File: src/tbhtd_pkg.sv
package tbhtd_pkg;

   localparam int HoldW  = 16;
   localparam int PressW = 10;
   localparam int PhaseW = 10;
   localparam int CountW = 4;
   localparam int WaitW  = 16;
   localparam int CsrIdxW  = 3;
   localparam int CsrDataW = 16;

   // register indexes on the configuration port
   localparam logic [CsrIdxW-1:0] REG_ENABLED   = 3'd0;
   localparam logic [CsrIdxW-1:0] REG_HOLD_MS   = 3'd1;
   localparam logic [CsrIdxW-1:0] REG_SHORT_MAX = 3'd2;
   localparam logic [CsrIdxW-1:0] REG_MIN_PRESS = 3'd3;
   localparam logic [CsrIdxW-1:0] REG_PHASE_MS  = 3'd4;
   localparam logic [CsrIdxW-1:0] REG_PHASES    = 3'd5;

   localparam logic [HoldW-1:0]  RST_HOLD_MS   = 16'd3000;
   localparam logic [PressW-1:0] RST_SHORT_MAX = 10'd600;
   localparam logic [PressW-1:0] RST_MIN_PRESS = 10'd50;
   localparam logic [PhaseW-1:0] RST_PHASE_MS  = 10'd200;
   localparam logic [CountW-1:0] RST_PHASES    = 4'd4;

   localparam logic [WaitW-1:0]  RESTART_EXTRA = 16'd200;
   localparam logic [HoldW-1:0]  HOLD_MAX      = '1;
   localparam logic [PressW-1:0] PRESS_MAX     = '1;

   typedef struct packed {
      logic              enabled;
      logic [HoldW-1:0]  hold_ms;
      logic [PressW-1:0] short_press_max_ms;
      logic [PressW-1:0] min_press_ms;
      logic [PhaseW-1:0] flash_phase_ms;
      logic [CountW-1:0] flash_phases;
   } cfg_type;

   typedef struct packed {
      logic              combo_held;
      logic [HoldW-1:0]  combo_elapsed;
      logic              hold_fired;
      logic              killed;
      logic              first_held;
      logic [PressW-1:0] press_elapsed;
      logic              flash_running;
      logic              flash_phase_on;
      logic              flash_colour_green;
      logic [CountW-1:0] phases_left;
      logic [PhaseW-1:0] phase_wait;
      logic              restart_pending;
      logic [WaitW-1:0]  restart_wait;
   } state_type;

   // packed so that kill_state lands in bit 0
   typedef struct packed {
      logic restart_request;
      logic restore_lamp;
      logic flash_green;
      logic flash_lit;
      logic flash_override;
      logic tap_toggle;
      logic kill_toggled;
      logic kill_state;
   } result_type;

endpackage

File: src/tbhtd_step.sv
module tbhtd_step (
   input  tbhtd_pkg::cfg_type    cfg,
   input  tbhtd_pkg::state_type  cur,
   input  logic                  first_pressed,
   input  logic                  second_pressed,
   output tbhtd_pkg::state_type  nxt,
   output tbhtd_pkg::result_type res
);

   localparam int TotalW = tbhtd_pkg::CountW + tbhtd_pkg::PhaseW;

   logic [tbhtd_pkg::PhaseW-1:0] phase_len;
   logic [TotalW-1:0] flash_total;
   logic [tbhtd_pkg::WaitW-1:0] restart_len;

   assign phase_len   = (cfg.flash_phase_ms == '0) ? tbhtd_pkg::PhaseW'(1) : cfg.flash_phase_ms;
   assign flash_total = TotalW'(cfg.flash_phases) * TotalW'(cfg.flash_phase_ms);
   assign restart_len = tbhtd_pkg::WaitW'(flash_total) + tbhtd_pkg::RESTART_EXTRA;

   always_comb begin
      logic tog;
      logic tap;
      logic restore;
      logic restart;
      tog     = 1'b0;
      tap     = 1'b0;
      restore = 1'b0;
      restart = 1'b0;
      nxt     = cur;

      // flash sequencer
      if (cur.flash_running) begin
         if (cur.phase_wait != '0) begin
            nxt.phase_wait = cur.phase_wait - 1'b1;
         end else if (cur.phases_left == '0) begin
            nxt.flash_running = 1'b0;
            restore           = 1'b1;
         end else begin
            nxt.flash_phase_on = ~cur.flash_phase_on;
            nxt.phases_left    = cur.phases_left - 1'b1;
            nxt.phase_wait     = phase_len - 1'b1;
         end
      end

      // restart countdown
      if (cur.restart_pending) begin
         if (cur.restart_wait != '0) begin
            nxt.restart_wait = cur.restart_wait - 1'b1;
         end
         if (nxt.restart_wait == '0) begin
            nxt.restart_pending = 1'b0;
            restart             = 1'b1;
         end
      end

      if (!restart && cfg.enabled) begin
         if (first_pressed && second_pressed) begin
            if (!cur.combo_held) begin
               nxt.combo_held    = 1'b1;
               nxt.combo_elapsed = '0;
               nxt.hold_fired    = 1'b0;
            end else begin
               if (cur.combo_elapsed != tbhtd_pkg::HOLD_MAX) begin
                  nxt.combo_elapsed = cur.combo_elapsed + 1'b1;
               end
               if (!cur.hold_fired && nxt.combo_elapsed >= cfg.hold_ms) begin
                  nxt.hold_fired         = 1'b1;
                  tog                    = 1'b1;
                  nxt.killed             = ~cur.killed;
                  nxt.flash_colour_green = cur.killed;
                  nxt.phases_left        = cfg.flash_phases;
                  nxt.flash_phase_on     = 1'b0;
                  nxt.flash_running      = 1'b1;
                  nxt.phase_wait         = '0;
                  // kill off: schedule restart after the green flash
                  if (cur.killed) begin
                     nxt.restart_pending = 1'b1;
                     nxt.restart_wait    = restart_len;
                  end
               end
            end
         end else begin
            nxt.combo_held = 1'b0;
         end

         if (first_pressed) begin
            if (!cur.first_held) begin
               nxt.first_held    = 1'b1;
               nxt.press_elapsed = '0;
            end else if (cur.press_elapsed != tbhtd_pkg::PRESS_MAX) begin
               nxt.press_elapsed = cur.press_elapsed + 1'b1;
            end
         end else if (cur.first_held) begin
            if (cur.press_elapsed != tbhtd_pkg::PRESS_MAX) begin
               nxt.press_elapsed = cur.press_elapsed + 1'b1;
            end
            nxt.first_held = 1'b0;
            if (!nxt.hold_fired && nxt.press_elapsed >= cfg.min_press_ms &&
                nxt.press_elapsed < cfg.short_press_max_ms) begin
               tap = 1'b1;
            end
            nxt.hold_fired = 1'b0;
         end
      end

      res.kill_state      = nxt.killed;
      res.kill_toggled    = tog;
      res.tap_toggle      = tap;
      res.flash_override  = nxt.flash_running;
      res.flash_lit       = nxt.flash_running & nxt.flash_phase_on;
      res.flash_green     = nxt.flash_running & nxt.flash_colour_green;
      res.restore_lamp    = restore;
      res.restart_request = restart;
   end

endmodule

File: src/two_button_hold_and_tap_detector_core.sv
// Two-button hold and tap detector. Each request is one millisecond tick carrying both
// button levels and produces exactly one response with the kill flag, toggle and tap
// pulses, flash feedback controls and the restart pulse. A request is registered, the
// whole tick update runs as one combinational pass, and the response is registered; one
// request is taken every cycle as long as the response side keeps up. The user must write
// configuration registers through csr_ only while idle; the block does not enforce it.
module two_button_hold_and_tap_detector_core (
   input  logic                              clock,
   input  logic                              reset,
   input  logic                              req_tvalid,
   output logic                              req_tready,
   input  logic [7:0]                        req_tdata,  // [0] first_pressed, [1] second_pressed
   output logic                              rsp_tvalid,
   input  logic                              rsp_tready,
   // [0] kill_state, [1] kill_toggled, [2] tap_toggle, [3] flash_override,
   // [4] flash_lit, [5] flash_green, [6] restore_lamp, [7] restart_request
   output logic [7:0]                        rsp_tdata,
   input  logic                              csr_wr_en,
   input  logic [tbhtd_pkg::CsrIdxW-1:0]     csr_index,
   input  logic [tbhtd_pkg::CsrDataW-1:0]    csr_wdata
);

   tbhtd_pkg::cfg_type    cfg_ff;
   tbhtd_pkg::state_type  state_ff;
   tbhtd_pkg::state_type  state_in;
   tbhtd_pkg::result_type res_in;
   tbhtd_pkg::result_type res_ff;

   logic in_valid_ff;
   logic in_first_ff;
   logic in_second_ff;
   logic out_valid_ff;
   logic advance;

   assign advance    = in_valid_ff && (!out_valid_ff || rsp_tready);
   assign req_tready = !in_valid_ff || advance;
   assign rsp_tvalid = out_valid_ff;
   assign rsp_tdata  = res_ff;

   tbhtd_step u_step (
      .cfg            (cfg_ff),
      .cur            (state_ff),
      .first_pressed  (in_first_ff),
      .second_pressed (in_second_ff),
      .nxt            (state_in),
      .res            (res_in)
   );

   always_ff @(posedge clock) begin
      if (reset) begin
         cfg_ff.enabled            <= 1'b1;
         cfg_ff.hold_ms            <= tbhtd_pkg::RST_HOLD_MS;
         cfg_ff.short_press_max_ms <= tbhtd_pkg::RST_SHORT_MAX;
         cfg_ff.min_press_ms       <= tbhtd_pkg::RST_MIN_PRESS;
         cfg_ff.flash_phase_ms     <= tbhtd_pkg::RST_PHASE_MS;
         cfg_ff.flash_phases       <= tbhtd_pkg::RST_PHASES;
      end else if (csr_wr_en) begin
         unique case (csr_index)
            tbhtd_pkg::REG_ENABLED:   cfg_ff.enabled <= csr_wdata[0];
            tbhtd_pkg::REG_HOLD_MS:   cfg_ff.hold_ms <= csr_wdata[tbhtd_pkg::HoldW-1:0];
            tbhtd_pkg::REG_SHORT_MAX: begin
               cfg_ff.short_press_max_ms <= csr_wdata[tbhtd_pkg::PressW-1:0];
            end
            tbhtd_pkg::REG_MIN_PRESS: cfg_ff.min_press_ms <= csr_wdata[tbhtd_pkg::PressW-1:0];
            tbhtd_pkg::REG_PHASE_MS:  cfg_ff.flash_phase_ms <= csr_wdata[tbhtd_pkg::PhaseW-1:0];
            tbhtd_pkg::REG_PHASES:    cfg_ff.flash_phases <= csr_wdata[tbhtd_pkg::CountW-1:0];
            default: ;
         endcase
      end
   end

   always_ff @(posedge clock) begin
      if (reset) begin
         state_ff     <= '0;
         in_valid_ff  <= 1'b0;
         out_valid_ff <= 1'b0;
      end else begin
         if (req_tvalid && req_tready) begin
            in_valid_ff <= 1'b1;
         end else if (advance) begin
            in_valid_ff <= 1'b0;
         end
         if (advance) begin
            state_ff     <= state_in;
            out_valid_ff <= 1'b1;
         end else if (rsp_tready) begin
            out_valid_ff <= 1'b0;
         end
      end
   end

   always_ff @(posedge clock) begin
      if (req_tvalid && req_tready) begin
         in_first_ff  <= req_tdata[0];
         in_second_ff <= req_tdata[1];
      end
      if (advance) begin
         res_ff <= res_in;
      end
   end

endmodule

File: config.mk
export PLATFORM = sky130hd
export DESIGN_NAME = two_button_hold_and_tap_detector_core
export DESIGN_NICKNAME = d
export VERILOG_FILES = /design/src/tbhtd_pkg.sv /design/src/tbhtd_step.sv /design/src/two_button_hold_and_tap_detector_core.sv
export SDC_FILE = /design/constraint.sdc
export NUM_CORES = 1
export LEC_CHECK = 0
export BUFFER_PORTS_ARGS = -buffer_cell sky130_fd_sc_hd__buf_2
export CAP_MARGIN = 5
export CORE_ASPECT_RATIO = 0.7
export CORE_UTILIZATION = 65
export DETAILED_ROUTE_END_ITERATION = 10
export PLACE_DENSITY = 0.84
export SETUP_SLACK_MARGIN = 0.5
export SYNTH_ARGS = -nofsm -noshare
export SYNTH_HDL_FRONTEND = slang
export SYNTH_SLANG_ARGS = --single-unit
File: constraint.sdc
create_clock -name clock -period 12.4 [get_ports clock]
set_clock_uncertainty 0.15 [all_clocks]
set_input_delay 0.62 -clock clock [delete_from_list [all_inputs] [get_ports clock]]
set_output_delay 0.62 -clock clock [all_outputs]
set_load 0.005 [all_outputs]
==> impl_metrics.yaml, run 1 <==
outcome:
  status: "finished, final reports clean"
worst_setup_path:
  required_ns: 12.60
  path_cells: "ha_1 > and2_1 > nand4_1 > nor3_1 > nor2_1 > and3_1 > xor2_1 > ha_1 > nand2_1 > nor2_1 > a21oi_1 > a211oi_1 > nand3_1 > nor2_1 > buf_4 > mux2_2 > o22ai_1"
  reg2reg_setup_slack_ns: 6.84
  path_delay_family: "simple AND/OR/NAND/NOR gates"
  path_max_fanout: 12
  crit_path_max_incr_delay_ns: 0.87
  critPathCaptureType: "flip-flop"
  worst_ep_arrival_time_ns: 5.76
  cpMaxStageDelayCell: "nor3_1"
  worst-path-buf-inv: 1
  cp_common_cell: "nor2_1"
  crit_type: "flip-flop to flip-flop"
  crit_path_start_kind: "flip-flop"
floorplanning:
  die_width_um: 140
  die_y_um: 98.6
  initial_utilization: 0.682
  core_mm2: 0.0127
  die_area_mm2: 0.0138
  row_count: 34
  io-pin-count: 42
place:
  gp_congestion: 0.962
  dpl.hpwl_mm: 15.6
  postPlaceCellArea_mm2: 0.00886
  io_buffer_count: 35
clocking:
  cts_tree: "built"
  clockBufferDepth: 2
  cts-resized-gates: 0
  clkSinkCount: 127
  cts_setup_buffers: 0
  cts_root_buf: "clkbuf_16"
  numCtsBuffers: 17
  ctsHoldBuffers: 0
  htree_levels: 4
  insertion_delay_ns: 0.43
  clk_pin_slew_ns: 0.06
synthesis:
  synthArstFlopShare: 0
  syn_inst: 1100
  netlist_area_mm2: 0.00867
  yosysTopAreaCell: "dfxtp_1"
  synth_warnings: 0
  synthDistinctLibCells: 73
  synth_top_cell_area_share: 0.270
  synth_area_per_cell_um2: 7.88
  synth_edf_count: 10
  synth_top_flop_cell: "dfxtp_1"
  synth_common_cells: "nand2_1, dfxtp_1, a21oi_1, inv_1, ha_1"
  syn_nets: 1219
  ys_ff_latch: 127
  synth.area.top_cells: "dfxtp_1, ha_1, nand2_1, a21oi_1, fa_1"
  synth_most_common_cell: "nand2_1"
  yosysSeqAreaShare: 0.305
timing:
  fin_crit_ns: 5.56
  tns_ns: 0
  drv_slew: 0
  rsz0062_at_grt: "false"
  fmax_mhz: 180
  worstMarginPinSlew_ns: 1.21
  finalSetupViolations: 0
  max-slew-margin-rel: 0.192
  hold_viol: 0
  finalCritPeriodShare: 0.449
  holdWs_ns: 0.216
route:
  wl_mm: 22.8
  viasPerCell: 6.45
  wl_per_cell_um: 17.8
  ant_nets: 0
  num_vias: 8255
  first_pass_iters: 5
  drc_errors: 0
  first_iter_violations: 934
cells_and_area:
  antennaDiodeCount: 0
  syn2layout_area_growth_pct: 9.28
  drive_above_1_share: 0.0842
  nNetsFinal: 1223
  utilization: 0.745
  stdcell_area_mm2: 0.00948
global_route:
  track_usage: 0.344
  grt_pass1_wl_mm: 37.7
  grt_overflow: 0
  grt_max_degree: 87
  antenna_found_initial: 0
  grt_pass1_vias: 7645
power:
  leakagePower_nw: 3.99
  total_power_mw: 1.03
  power_density_mw_per_mm2: 108
  ir_worst_vdd_mv: 0.106
flow_run:
  max_cap_violations: 0
min_path:
  hold_class: "input port to flip-flop"
worst paths after layout:
kind	depth (start not counted)	startpoint	endpoint
setup / recovery	17	state_ff[48]	state_ff[13]
hold / removal	1	req_tdata[1]	in_second_ff
setup reg to reg	17	state_ff[48]	state_ff[13]
hold reg to reg	2	cfg_ff[46]	cfg_ff[46]
layer usage:
layer | vias up | routed length [um] | track usage
met5 | - | 0 | 0
met4 | 0 | 551 | 0.127
met3 | 59 | 2360 | 0.0690
met2 | 463 | 9690 | 0.517
met1 | 3810 | 10200 | 0.489
li1 | 3923 | - | -
stage by stage:
| stage | std cells | setup WS (ns) |
|---|---|---|
| 5_1_grt | 1279 | 6.58 |
| 3_5_place_dp | 1247 | 7.09 |
| 6_report | 1279 | 6.84 |
| 4_1_cts | 1279 | 7.00 |
| 3_3_place_gp | 1247 | 7.20 |
| 2_1_floorplan | 1100 | 8.01 |
sequential cells by signal, summed over array words and instances (netlist names):
name,count
rsp_tdata,8
state_ff,64
rsp_tvalid,1
in_first_ff,1
cfg_ff,51
in_valid_ff,1
in_second_ff,1
worst register-to-register path, delay by kind of cell (launching register included):
kind / cells / cell delay [ns]
adders and majority gates: 2 / 0.52
buffers and inverters: 1 / 0.30
DFF: 1 / 0.38
muxes: 1 / 0.36
and+or+nand+nor: 9 / 2.61
xor gates and xnor gates: 1 / 0.16
AOI/OAI and AO/OA: 3 / 1.02
final cells by class:
| cell class | count | area, um2 |
|---|---|---|
| multi-input combinational | 840 | 5510 |
| sequential | 127 | 2640 |
| timing repair buffer | 41 | 220 |
| clock inverter | 12 | 158 |
| tap | 162 | 203 |
| inverter | 77 | 289 |
| fill | 942 | 3240 |
| clock buffer | 20 | 457 |
logic make-up (layout without fill, tap and decap cells):
kind of cell	count (synthesis)	after routing	synth area share
AO/OA/AOI/OAI	242	242	0.179
buffers and inverters	133	150	0.0602
AND/OR/NAND/NOR	459	459	0.260
flip-flops	127	127	0.305
adder cells (fa/ha/maj)	87	87	0.140
XOR/XNOR	31	31	0.0313
multiplexers	21	21	0.0248
cells in the final DEF, fill, tap and decap left out, drive strengths merged, types with 18 or more instances in the layout:
cell type,n
o21ai,42
clkbuf,20
and2,35
inv,79
dfxtp,117
ha,70
nand2,170
nand3,51
and3,18
buf,41
a21oi,90
nor3,35
nor2,62
nand4,19
report_power, final:
| part | leakage, nW | internal [mW] | total, mW | switching, mW |
|---|---|---|---|---|
| Sequential | 1.04 | 0.420 | 0.426 | 0.00646 |
| Combinational | 2.65 | 0.0249 | 0.0734 | 0.0485 |
| Clock | 0.293 | 0.328 | 0.529 | 0.201 |
| Total | 3.99 | 0.773 | 1.03 | 0.256 |
Note: power is estimated with default switching activity, not from simulation.
==> run 2, diff against run 1 <==
Settings changed: CORE_UTILIZATION 65 to 57, PLACE_DENSITY 0.84 to 0.78.
Clock period 12.4 ns to 4.9 ns, I/O delays scaled along.
==> run 2 against run 1 <==
Compared with the run above: sequential cell count unchanged; combinational power increased to 2.7 times the previous value; first-iteration DRC count decreased by 19%; maximum frequency grew 31%; core utilization decreased by 8.2 points; sequential share of layout area down 0.69 points; clock power up 120%.
==> impl_metrics.yaml, run 2 (synthesized netlist as in run 1, its figures left out) <==
cells_and_area:
  final_cell_mix: "nand2_1, dfxtp_1, a21oi_1"
  top_register: "state_ff"
  antennaDiodeCount: 0
  mostFrequentLayoutCell: "nand2_1"
  largest_register_ffs: 64
  n_fill_cell: 1203
  syn2layout_area_growth_pct: 12.9
  nNetsFinal: 1253
  drive_above_1_share: 0.105
  utilization: 0.663
worst_setup_path:
  required_ns: 5.09
  reg2regPathDepth: 15
  path_cells: "nand2_1 > ha_1 > fa_1 > fa_1 > inv_1 > ha_1 > fa_1 > a21o_1 > a211oi_2 > o21ai_1 > a31o_2 > a21oi_1 > xor2_1 > mux2_2 > o22ai_1"
  critPathCaptureType: "flip-flop"
  crit_type: "flip-flop to flip-flop"
  path_max_fanout: 8
  worst_ep_arrival_time_ns: 4.44
  reg2reg_setup_slack_ns: 0.65
  crit_path_max_incr_delay_ns: 0.56
  worst-path-buf-inv: 1
  cp.depth: 15
  crit_start: "cfg_ff[2]"
  crit_end: "state_ff[13]"
  path_delay_family: "adder cells"
  rr_endpoint: "state_ff[13]"
  cp_common_cell: "fa_1"
  r2r-start: "cfg_ff[2]"
  crit_path_start_kind: "flip-flop"
  cpMaxStageDelayCell: "fa_1"
clocking:
  cts_root_buf: "clkbuf_16"
  clockBufferDepth: 2
  htree_levels: 4
  clk_pin_slew_ns: 0.06
  numCtsBuffers: 17
  insertion_delay_ns: 0.43
  cts_setup_buffers: 0
  cts_tree: "built"
  clkSinkCount: 127
timing:
  rsz0062_at_grt: "true"
  hold_viol: 0
  fmax_mhz: 235
  finalCritPeriodShare: 0.868
  drv_slew: 0
  worstMarginPinSlew_ns: 0.915
  max-slew-margin-rel: 0.389
  worst_slack_ns: 0.647
  finalSetupViolations: 0
  tns_ns: 0
  fin_crit_ns: 4.25
  holdWs_ns: 0.126
route:
  wl_mm: 22.5
  viasPerCell: 6.04
  first_iter_violations: 754
  wl_per_cell_um: 16.8
  first_pass_iters: 6
  ant_nets: 0
  num_vias: 8099
  drc_errors: 0
power:
  ir_worst_vdd_mv: 0.222
  power_density_mw_per_mm2: 252
  leakagePower_nw: 4.11
  total_power_mw: 2.47
floorplanning:
  die_area_mm2: 0.0157
  initial_utilization: 0.587
  io-pin-count: 42
  die_width_um: 149
  core_mm2: 0.0148
  row_count: 37
  die_y_um: 105
global_route:
  grt_pass1_vias: 7511
  grt_max_degree: 67
  grt_overflow: 0
  antenna_found_initial: 0
  track_usage: 0.300
  grt_pass1_wl_mm: 37.2
place:
  dpl.hpwl_mm: 15.7
  dp_slack_ns: 0.402
  io_buffer_count: 35
  gp_congestion: 0.961
flow_run:
  max_cap_violations: 0
outcome:
  status: "finished, final reports clean"
min_path:
  hold_class: "input port to flip-flop"
  min_from: "reset"
run 2: changes by cell type in the layout (fill, tap and decap cells not counted), sizes merged:
cell | previous run | this run
clkinv | 4 | 5
bufinv | 3 | 0
buf | 41 | 51
inv | 79 | 85
dlygate4sd3 | 0 | 20
clkbuf | 20 | 17
clkinvlp | 3 | 2
run 2: cell type report:
cell class | count | area, um2 | area share
clock buffers | 17 | 425 | 0.0435
clock inverters | 15 | 125 | 0.0128
inverters | 77 | 289 | 0.0295
multi-input cells | 840 | 5540 | 0.566
flip-flops and latches | 127 | 2660 | 0.272
well taps | 195 | 244 | 0.0249
repair buffers | 71 | 499 | 0.0510
run 2: layer usage:
metal  vias to the layer above  track usage  part of all wire
li1                       3973            -                 -
met1                      3791        0.435              0.47
met2                       311        0.451              0.44
met3                        24       0.0563             0.075
met4                         0       0.0809             0.010
met5                         -            0                 0
run 2: repair_timing:
action | in CTS | in global routing
pin swaps | 0 | 3
hold endpoints to repair | 39 | 0
hold buffers | 20 | 0
gates resized for setup | 5 | 17
setup endpoints to repair | 5 | 17
run 2: how the worst min path moves through the flow:
stage / cells after the start / slack [ns] / to
after floorplan: 0 / 0.19 / in_first_ff
after global placement: 1 / 0.27 / in_second_ff
after detailed placement: 1 / 0.27 / in_first_ff
after CTS: 2 / 0.10 / state_ff[44]
after global routing: 2 / 0.14 / state_ff[44]
final: 2 / 0.13 / state_ff[44]
run 2: where the power goes:
group,switching (mW),leakage [nW],total [mW],internal (mW)
clock network,0.531,0.271,1.19,0.662
registers,0.0161,1.05,1.08,1.06
logic,0.122,2.79,0.199,0.0765
run 2: stage by stage:
| step | area [um2] | std cells |
|---|---|---|
| after global placement | 8980 | 1290 |
| after CTS | 9740 | 1342 |
| final | 9790 | 1342 |
| after detailed placement | 8980 | 1290 |
| after floorplan | 8670 | 1100 |
| after global routing | 9790 | 1342 |
